## src/rtl/hhg_pkg.sv

```systemverilog
package hhg_pkg;

    // Field widths fixed by the interface.
    localparam int FREQ_W      = 22;
    localparam int DLY_REG_W   = 16;
    localparam int CFG_DATA_W  = 22;
    localparam int CFG_INDEX_W = 2;

    // Default width of the delay timer.
    localparam int DELAY_BITS_DEFAULT = 16;

    // Register reset values.
    localparam logic [FREQ_W-1:0]    TOP_THRESHOLD_RESET    = FREQ_W'(800000);
    localparam logic [FREQ_W-1:0]    BOTTOM_THRESHOLD_RESET = FREQ_W'(500000);
    localparam logic [DLY_REG_W-1:0] UP_DELAY_RESET         = DLY_REG_W'(1000);
    localparam logic [DLY_REG_W-1:0] DOWN_DELAY_RESET       = DLY_REG_W'(200);

    // Configuration register indexes.
    typedef enum logic [CFG_INDEX_W-1:0] {
        CFG_TOP_THRESHOLD    = 2'd0,
        CFG_BOTTOM_THRESHOLD = 2'd1,
        CFG_UP_DELAY         = 2'd2,
        CFG_DOWN_DELAY       = 2'd3
    } hhg_cfg_index_t;

    typedef enum logic [1:0] {
        OP_SAMPLE  = 2'd0,
        OP_TICK    = 2'd1,
        OP_ENABLE  = 2'd2,
        OP_DISABLE = 2'd3
    } hhg_op_t;

    typedef enum logic [1:0] {
        MODE_DISABLED = 2'd0,
        MODE_IDLE     = 2'd1,
        MODE_DOWN     = 2'd2,
        MODE_UP       = 2'd3
    } hhg_mode_t;

    typedef struct packed {
        hhg_op_t           opcode;
        logic [FREQ_W-1:0] freq_khz;
        logic              in_suspend;
        logic              core_online;
    } hhg_in_t;

    typedef struct packed {
        hhg_mode_t mode;
        logic      request_pending;
        logic      timer_running;
        logic      bring_core_up;
        logic      take_core_down;
    } hhg_out_t;

    typedef struct packed {
        logic [FREQ_W-1:0]    top_threshold_khz;
        logic [FREQ_W-1:0]    bottom_threshold_khz;
        logic [DLY_REG_W-1:0] up_delay_ticks;
        logic [DLY_REG_W-1:0] down_delay_ticks;
    } hhg_cfg_t;

    // Governor control state apart from the timer count.
    typedef struct packed {
        hhg_mode_t mode;
        logic      pending;
        logic      armed;
    } hhg_ctrl_t;

endpackage

```

## src/rtl/hhg_cfg_regs.sv

```systemverilog
module hhg_cfg_regs (
    input  logic                             aclk,
    input  logic                             aresetn,
    input  logic                             cfg_wr_en,
    input  hhg_pkg::hhg_cfg_index_t          cfg_index,
    input  logic [hhg_pkg::CFG_DATA_W-1:0]   cfg_wr_data,
    output hhg_pkg::hhg_cfg_t                cfg
);

    hhg_pkg::hhg_cfg_t cfg_reg;

    // Register file: one write per cycle, indexed by register number.
    always_ff @(posedge aclk) begin
        if (!aresetn) begin
            cfg_reg.top_threshold_khz    <= hhg_pkg::TOP_THRESHOLD_RESET;
            cfg_reg.bottom_threshold_khz <= hhg_pkg::BOTTOM_THRESHOLD_RESET;
            cfg_reg.up_delay_ticks       <= hhg_pkg::UP_DELAY_RESET;
            cfg_reg.down_delay_ticks     <= hhg_pkg::DOWN_DELAY_RESET;
        end else if (cfg_wr_en) begin
            unique case (cfg_index)
                hhg_pkg::CFG_TOP_THRESHOLD: begin
                    cfg_reg.top_threshold_khz <= cfg_wr_data[hhg_pkg::FREQ_W-1:0];
                end
                hhg_pkg::CFG_BOTTOM_THRESHOLD: begin
                    cfg_reg.bottom_threshold_khz <= cfg_wr_data[hhg_pkg::FREQ_W-1:0];
                end
                hhg_pkg::CFG_UP_DELAY: begin
                    cfg_reg.up_delay_ticks <= cfg_wr_data[hhg_pkg::DLY_REG_W-1:0];
                end
                hhg_pkg::CFG_DOWN_DELAY: begin
                    cfg_reg.down_delay_ticks <= cfg_wr_data[hhg_pkg::DLY_REG_W-1:0];
                end
                default: begin
                end
            endcase
        end
    end

    assign cfg = cfg_reg;

endmodule

```

## src/rtl/hhg_decide.sv

```systemverilog
module hhg_decide #(
    parameter int DELAY_BITS = hhg_pkg::DELAY_BITS_DEFAULT
) (
    input  hhg_pkg::hhg_in_t        item,
    input  hhg_pkg::hhg_cfg_t       cfg,
    input  hhg_pkg::hhg_ctrl_t      ctrl,
    input  logic [DELAY_BITS-1:0]   remaining,
    output hhg_pkg::hhg_ctrl_t      ctrl_next,
    output logic [DELAY_BITS-1:0]   remaining_next,
    output hhg_pkg::hhg_out_t       result
);

    localparam int          ExtW     = 33;
    localparam logic [32:0] DelayMax = (33'd1 << DELAY_BITS) - 33'd1;

    logic                  above;
    logic                  below;
    logic [ExtW-1:0]       up_ext;
    logic [ExtW-1:0]       down_ext;
    logic [DELAY_BITS-1:0] up_load;
    logic [DELAY_BITS-1:0] down_load;
    logic                  do_up;
    logic                  do_down;
    logic                  up_pulse;
    logic                  down_pulse;

    assign above = item.freq_khz > cfg.top_threshold_khz;
    assign below = item.freq_khz <= cfg.bottom_threshold_khz;

    // Delays saturate to the largest count the timer can hold.
    assign up_ext    = {{(ExtW-hhg_pkg::DLY_REG_W){1'b0}}, cfg.up_delay_ticks};
    assign down_ext  = {{(ExtW-hhg_pkg::DLY_REG_W){1'b0}}, cfg.down_delay_ticks};
    assign up_load   = (up_ext > DelayMax) ? DelayMax[DELAY_BITS-1:0]
                                           : up_ext[DELAY_BITS-1:0];
    assign down_load = (down_ext > DelayMax) ? DelayMax[DELAY_BITS-1:0]
                                             : down_ext[DELAY_BITS-1:0];

    // Next state and request pulses for one item.
    always_comb begin
        ctrl_next      = ctrl;
        remaining_next = remaining;
        do_up          = 1'b0;
        do_down        = 1'b0;
        up_pulse       = 1'b0;
        down_pulse     = 1'b0;

        unique case (item.opcode)
            hhg_pkg::OP_SAMPLE: begin
                unique case (ctrl.mode)
                    hhg_pkg::MODE_IDLE: begin
                        do_up   = above;
                        do_down = !above && below;
                    end
                    hhg_pkg::MODE_DOWN: begin
                        do_up = above && !ctrl.pending;
                    end
                    hhg_pkg::MODE_UP: begin
                        do_down = below && !ctrl.pending;
                    end
                    default: begin
                    end
                endcase

                // An already armed timer keeps its running count.
                if (do_up) begin
                    ctrl_next.pending = 1'b1;
                    ctrl_next.mode    = hhg_pkg::MODE_UP;
                    if (!item.in_suspend && !ctrl.armed) begin
                        ctrl_next.armed = 1'b1;
                        remaining_next  = up_load;
                    end
                end else if (do_down) begin
                    ctrl_next.pending = 1'b1;
                    ctrl_next.mode    = hhg_pkg::MODE_DOWN;
                    if (!ctrl.armed) begin
                        ctrl_next.armed = 1'b1;
                        remaining_next  = down_load;
                    end
                end
            end
            hhg_pkg::OP_TICK: begin
                if (ctrl.armed) begin
                    if (remaining <= DELAY_BITS'(1)) begin
                        ctrl_next.armed   = 1'b0;
                        ctrl_next.pending = 1'b0;
                        remaining_next    = '0;
                        down_pulse = (ctrl.mode == hhg_pkg::MODE_DOWN) && item.core_online;
                        up_pulse   = (ctrl.mode == hhg_pkg::MODE_UP) && !item.core_online;
                    end else begin
                        remaining_next = remaining - DELAY_BITS'(1);
                    end
                end
            end
            hhg_pkg::OP_ENABLE: begin
                ctrl_next.mode = hhg_pkg::MODE_IDLE;
            end
            hhg_pkg::OP_DISABLE: begin
                ctrl_next.mode = hhg_pkg::MODE_DISABLED;
                up_pulse       = !item.core_online;
            end
            default: begin
            end
        endcase
    end

    assign result.mode            = ctrl_next.mode;
    assign result.request_pending = ctrl_next.pending;
    assign result.timer_running   = ctrl_next.armed;
    assign result.bring_core_up   = up_pulse;
    assign result.take_core_down  = down_pulse;

endmodule

```

## src/rtl/core_hotplug_hysteresis_governor.sv

```systemverilog
// Second-core hotplug governor with hysteresis. Each input transfer carries
// one event (frequency sample, timer tick, enable or disable) and yields
// exactly one result transfer with the mode, pending flag, timer status and
// a request to bring the second core up or take it down. Items pass an
// input register and a result register with the decision logic in between,
// so the block takes one item per clock while the output side is not
// stalled; a stalled output backs up the input register before s_ready
// drops. The user must write configuration registers through the cfg_* port
// only while no item is in flight; the block itself does not enforce this.
// A write takes effect at the next clock edge.
module core_hotplug_hysteresis_governor #(
    parameter int DELAY_BITS = hhg_pkg::DELAY_BITS_DEFAULT
) (
    input  logic                             aclk,
    input  logic                             aresetn,
    input  logic                             s_valid,
    output logic                             s_ready,
    input  hhg_pkg::hhg_in_t                 s_data,
    output logic                             m_valid,
    input  logic                             m_ready,
    output hhg_pkg::hhg_out_t                m_data,
    input  logic                             cfg_wr_en,
    input  hhg_pkg::hhg_cfg_index_t          cfg_index,
    input  logic [hhg_pkg::CFG_DATA_W-1:0]   cfg_wr_data
);

    hhg_pkg::hhg_cfg_t     cfg;
    hhg_pkg::hhg_in_t      in_data_reg;
    logic                  in_valid_reg;
    hhg_pkg::hhg_out_t     out_data_reg;
    logic                  out_valid_reg;
    hhg_pkg::hhg_ctrl_t    ctrl_reg;
    hhg_pkg::hhg_ctrl_t    ctrl_next;
    logic [DELAY_BITS-1:0] remaining_reg;
    logic [DELAY_BITS-1:0] remaining_next;
    hhg_pkg::hhg_out_t     result;
    logic                  advance;

    hhg_cfg_regs u_cfg (
        .aclk        (aclk),
        .aresetn     (aresetn),
        .cfg_wr_en   (cfg_wr_en),
        .cfg_index   (cfg_index),
        .cfg_wr_data (cfg_wr_data),
        .cfg         (cfg)
    );

    hhg_decide #(
        .DELAY_BITS (DELAY_BITS)
    ) u_decide (
        .item           (in_data_reg),
        .cfg            (cfg),
        .ctrl           (ctrl_reg),
        .remaining      (remaining_reg),
        .ctrl_next      (ctrl_next),
        .remaining_next (remaining_next),
        .result         (result)
    );

    // The held item moves on when the result register is free or being read.
    assign advance = in_valid_reg && (!out_valid_reg || m_ready);
    assign s_ready = !in_valid_reg || advance;

    // Input register.
    always_ff @(posedge aclk) begin
        if (!aresetn) begin
            in_valid_reg <= 1'b0;
        end else if (s_ready) begin
            in_valid_reg <= s_valid;
        end
    end

    always_ff @(posedge aclk) begin
        if (s_ready && s_valid) begin
            in_data_reg <= s_data;
        end
    end

    // Governor state, updated as each item is decided.
    always_ff @(posedge aclk) begin
        if (!aresetn) begin
            ctrl_reg.mode    <= hhg_pkg::MODE_IDLE;
            ctrl_reg.pending <= 1'b0;
            ctrl_reg.armed   <= 1'b0;
            remaining_reg    <= '0;
        end else if (advance) begin
            ctrl_reg      <= ctrl_next;
            remaining_reg <= remaining_next;
        end
    end

    // Result register.
    always_ff @(posedge aclk) begin
        if (!aresetn) begin
            out_valid_reg <= 1'b0;
        end else if (advance) begin
            out_valid_reg <= 1'b1;
        end else if (m_ready) begin
            out_valid_reg <= 1'b0;
        end
    end

    always_ff @(posedge aclk) begin
        if (advance) begin
            out_data_reg <= result;
        end
    end

    assign m_valid = out_valid_reg;
    assign m_data  = out_data_reg;

    // An idle timer always holds a cleared count.
    a_idle_timer_cleared: assert property (@(posedge aclk) disable iff (!aresetn)
        !ctrl_reg.armed |-> (remaining_reg == '0))
        else $error("timer count nonzero while timer is idle");

    // Never both requests in one result.
    a_pulses_exclusive: assert property (@(posedge aclk) disable iff (!aresetn)
        out_valid_reg |-> !(out_data_reg.bring_core_up && out_data_reg.take_core_down))
        else $error("up and down requests in the same result");

    // A take-down request only comes from the going-down mode.
    a_down_needs_mode: assert property (@(posedge aclk) disable iff (!aresetn)
        (out_valid_reg && out_data_reg.take_core_down)
            |-> (out_data_reg.mode == hhg_pkg::MODE_DOWN))
        else $error("take-down request outside going-down mode");

    // A decided item always lands in the result register.
    a_advance_fills_output: assert property (@(posedge aclk) disable iff (!aresetn)
        advance |=> out_valid_reg)
        else $error("decided item did not reach the result register");

endmodule
```

## config.mk

```make
export PLATFORM = sky130hd
export DESIGN_NAME = core_hotplug_hysteresis_governor
export DESIGN_NICKNAME = d
export VERILOG_FILES = /design/src/rtl/hhg_pkg.sv /design/src/rtl/hhg_cfg_regs.sv /design/src/rtl/hhg_decide.sv /design/src/rtl/core_hotplug_hysteresis_governor.sv
export SDC_FILE = /design/constraint.sdc
export NUM_CORES = 1
export LEC_CHECK = 0
export ABC_AREA = 1
export BUFFER_PORTS_ARGS = -buffer_cell sky130_fd_sc_hd__clkbuf_2
export CAP_MARGIN = 20
export CORE_ASPECT_RATIO = 1.5
export CORE_MARGIN = 8
export CORE_UTILIZATION = 60
export DETAILED_ROUTE_END_ITERATION = 16
export GPL_TIMING_DRIVEN = 1
export PLACE_DENSITY = 0.9
export SLEW_MARGIN = 30
export SYNTH_ARGS = -nofsm -noshare
export SYNTH_HDL_FRONTEND = slang
export SYNTH_SLANG_ARGS = --single-unit
```

## constraint.sdc

```tcl
create_clock -name aclk -period 3.7 [get_ports aclk]
set_input_delay 0.37 -clock aclk [delete_from_list [all_inputs] [get_ports aclk]]
set_output_delay 0.37 -clock aclk [all_outputs]
set_load 0.03 [all_outputs]
```

==> metrics.md <==
| Metric | Value |
|---|---|
| Status | `finished, final reports clean` |
| CTS Buf Count | `17` |
| Largest net degree at the start of global routing | `49` |
| Post-route DRC | `0` |
| Setup WS post-layout | `0.979 ns` |
| Worst-path fanout max | `31` |
| Startpoint class of the critical path | `flop` |
| Crit path cell chain | `ha_1, nand2_1, nor2_2, nand2_1, nand3_1, nand2_1, nand3_4, nand3_4, nand3_2, nand2_2, nand2_1, nand2_1, nand2_1, nor2_1` |
| Share of layout cells above drive strength 1 | `0.137` |
| Syn Area/Cell | `7.87 µm²` |
| I/O Buffers | `62` |
| Area leader, netlist | `dfxtp_1` |
| Skew final | `0.00859 ns` |
| Sink Count | `130` |
| Root buf cell | `clkbuf_16` |
| Yosys top cell area share | `0.292` |
| Number of enable flip-flop cells after synthesis | `32` |
| Fin. Hold Viols | `0` |
| CP dominant cell by count | `nand2_1` |
| Flops & latches, synth | `130` |
| Antenna violations before repair | `0` |
| Critical path capture point type | `flop` |
| Top-count cell post-synth | `nand2_1` |
| DR vias/cell | `5.57` |
| Largest register FFs | `76` |
| DRT antenna net count | `0` |
| Routed WL | `16.8 mm` |
| Overflow left after global routing | `0` |
| Vias in the first global route | `5937` |
| Minimum clock period | `2.72 ns` |
| Mapped Area | `0.00673 mm²` |
| Mapped Cells | `855` |
| Initial core utilization | `0.612` |
| Max Cap Viol | `0` |
| PwrDens | `508 mW/mm²` |
| First-pass GRT wire length | `27.1 mm` |
| P_leak | `3.61 nW` |
| CP max-delay cell | `edfxtp_1` |
| Fillcell total | `802` |
| Rows | `47` |
| Crit share post-route | `0.736` |
| Top post-synthesis cells by count | `nand2_1, inv_1, dfxtp_1, a21oi_1, o21ai_0` |
| # nets final | `1011` |
| Unique cell type count in the Yosys netlist | `41` |
| Total number of yosys warnings | `0` |
| Fmax | `367 MHz` |
| Slew @ Worst Pin | `0.923 ns` |
| Dpl ws | `1.04 ns` |
| Seq/Total Area, Yosys | `0.434` |
| Area contributors post-synth | `dfxtp_1, edfxtp_1, ha_1` |
| CORE AREA | `0.0110 mm²` |
| CP max stage delay | `0.43 ns` |
| TritonRoute pass-1 iters | `5` |
| Max Root-Sink Buffers | `2` |
| Fin cells | `1066` |
| Prevailing post-synth register cell | `dfxtp_1` |
| Routed vias | `5934` |
| WS Path Type | `reg2reg` |
| Die width | `102 µm` |
| Layout area overhead | `14.5%` |
| Total Routing Usage GR | `0.230` |
| Postcts setup bufs | `0` |
| CP Data Required Time | `4.02 ns` |
| Worst-path clk slew | `0.06 ns` |
| Die Y | `146 µm` |
| Placer congestion estimate | `0.880` |
| Placed insts | `1035` |
| Maximum VDD drop | `0.394 mV` |
| Hold crit path type | `in2reg` |
| Asr flop ratio synth | `0` |
| Bufs and invs on worst path | `0` |
| Max Slew Vio Count | `0` |
| Final Setup Violations | `0` |
| Number of top-level pins | `63` |
| Post_cts resized | `0` |
| H-tree depth | `4` |
| Die area | `0.0149 mm²` |
| CTS tree | `done` |
| Wire per inst | `15.7 µm` |
| Unrepaired setup endpoints after global routing | `false` |
| Hpwl dp | `11.2 mm` |
| Clock latency at the later pin of the worst-skew pair | `0.42 ns` |
| Setup tns final | `0 ns` |
| Multi-input gate area | `0.00310 mm²` |
| Initial drt markers | `448` |
| Post-Syn Nets | `959` |
| CP delay by family, top | `simple AND/OR/NAND/NOR gates` |
| Hold_buf cts | `0` |
| # diodes | `0` |
| Max-slew headroom | `0.384` |
| Area occupied by registers | `0.00292 mm²` |
| Arrival @ worst endpoint | `3.04 ns` |
==> area by class of cell <==
class,count,share of cell area
timing repair buffer,68,0.0461
clock buffer,19,0.0603
tap,147,0.0239
clock inverter,12,0.0203
inverter,138,0.0672
sequential,130,0.379
multi-input combinational,552,0.403
==> metal layers <==
layer  part of all wire  wire length [µm]  GRT usage  vias to the layer above
met1               0.38              6390      0.245                     2687
met2               0.51              8530      0.387                      233
li1                   -                 -          -                     2931
met4              0.058               967      0.161                        0
met3              0.053               892     0.0508                       83
met5                  0                 0          0                        -
==> path summary, 6_finish.rpt <==
path,start,endpoint,slack (ns),cells after the start
max reg2reg,in_data_reg[6],remaining_reg[0],0.98,14
min,s_data[3],in_data_reg[3],0.12,1
max,in_data_reg[6],remaining_reg[0],0.98,14
min reg2reg,u_cfg.cfg[31],u_cfg.cfg[31],0.45,2
==> cell usage in the layout (no fill, tap or decap), types with 18 or more instances in the layout <==
cell / synthesis / routed
o211ai_1: 22 / 22
clkbuf_16: 0 / 18
o21ai_0: 69 / 69
a21oi_1: 94 / 94
nor2_1: 51 / 51
edfxtp_1: 32 / 32
ha_1: 49 / 49
inv_1: 132 / 131
nand3_1: 44 / 44
nand2_1: 154 / 154
nand4_1: 21 / 21
dfxtp_1: 98 / 98
clkbuf_2: 0 / 62
==> through the flow <==
stage / utilization / instance area [µm²] / total power [mW] / hold slack, ns
floorplan: - / 6730 / 2.02 / 0.430
global placement: 0.644 / 7080 / 2.14 / 0.439
detailed placement: 0.644 / 7080 / 2.16 / 0.444
CTS: 0.701 / 7700 / 3.91 / 0.115
global route: 0.701 / 7700 / 4.05 / 0.115
finish: 0.701 / 7700 / 3.91 / 0.123
==> cells by family (layout without fill, tap and decap cells) <==
group	Yosys count	in the layout	share of synthesized area
AO/OA/AOI/OAI	192	192	0.154
flip-flops	130	130	0.434
AND/OR/NAND/NOR	304	304	0.207
buffers and inverters	173	237	0.104
adder cells (fa/ha/maj)	49	49	0.0911
XOR/XNOR	7	7	0.00911
==> where the power goes <==
| group | internal (mW) | switching, mW | total, mW |
|---|---|---|---|
| logic | 0.201 | 0.385 | 0.586 |
| registers | 1.53 | 0.0365 | 1.57 |
| clock network | 1.11 | 0.640 | 1.75 |
(Power assumes the default switching activity.)
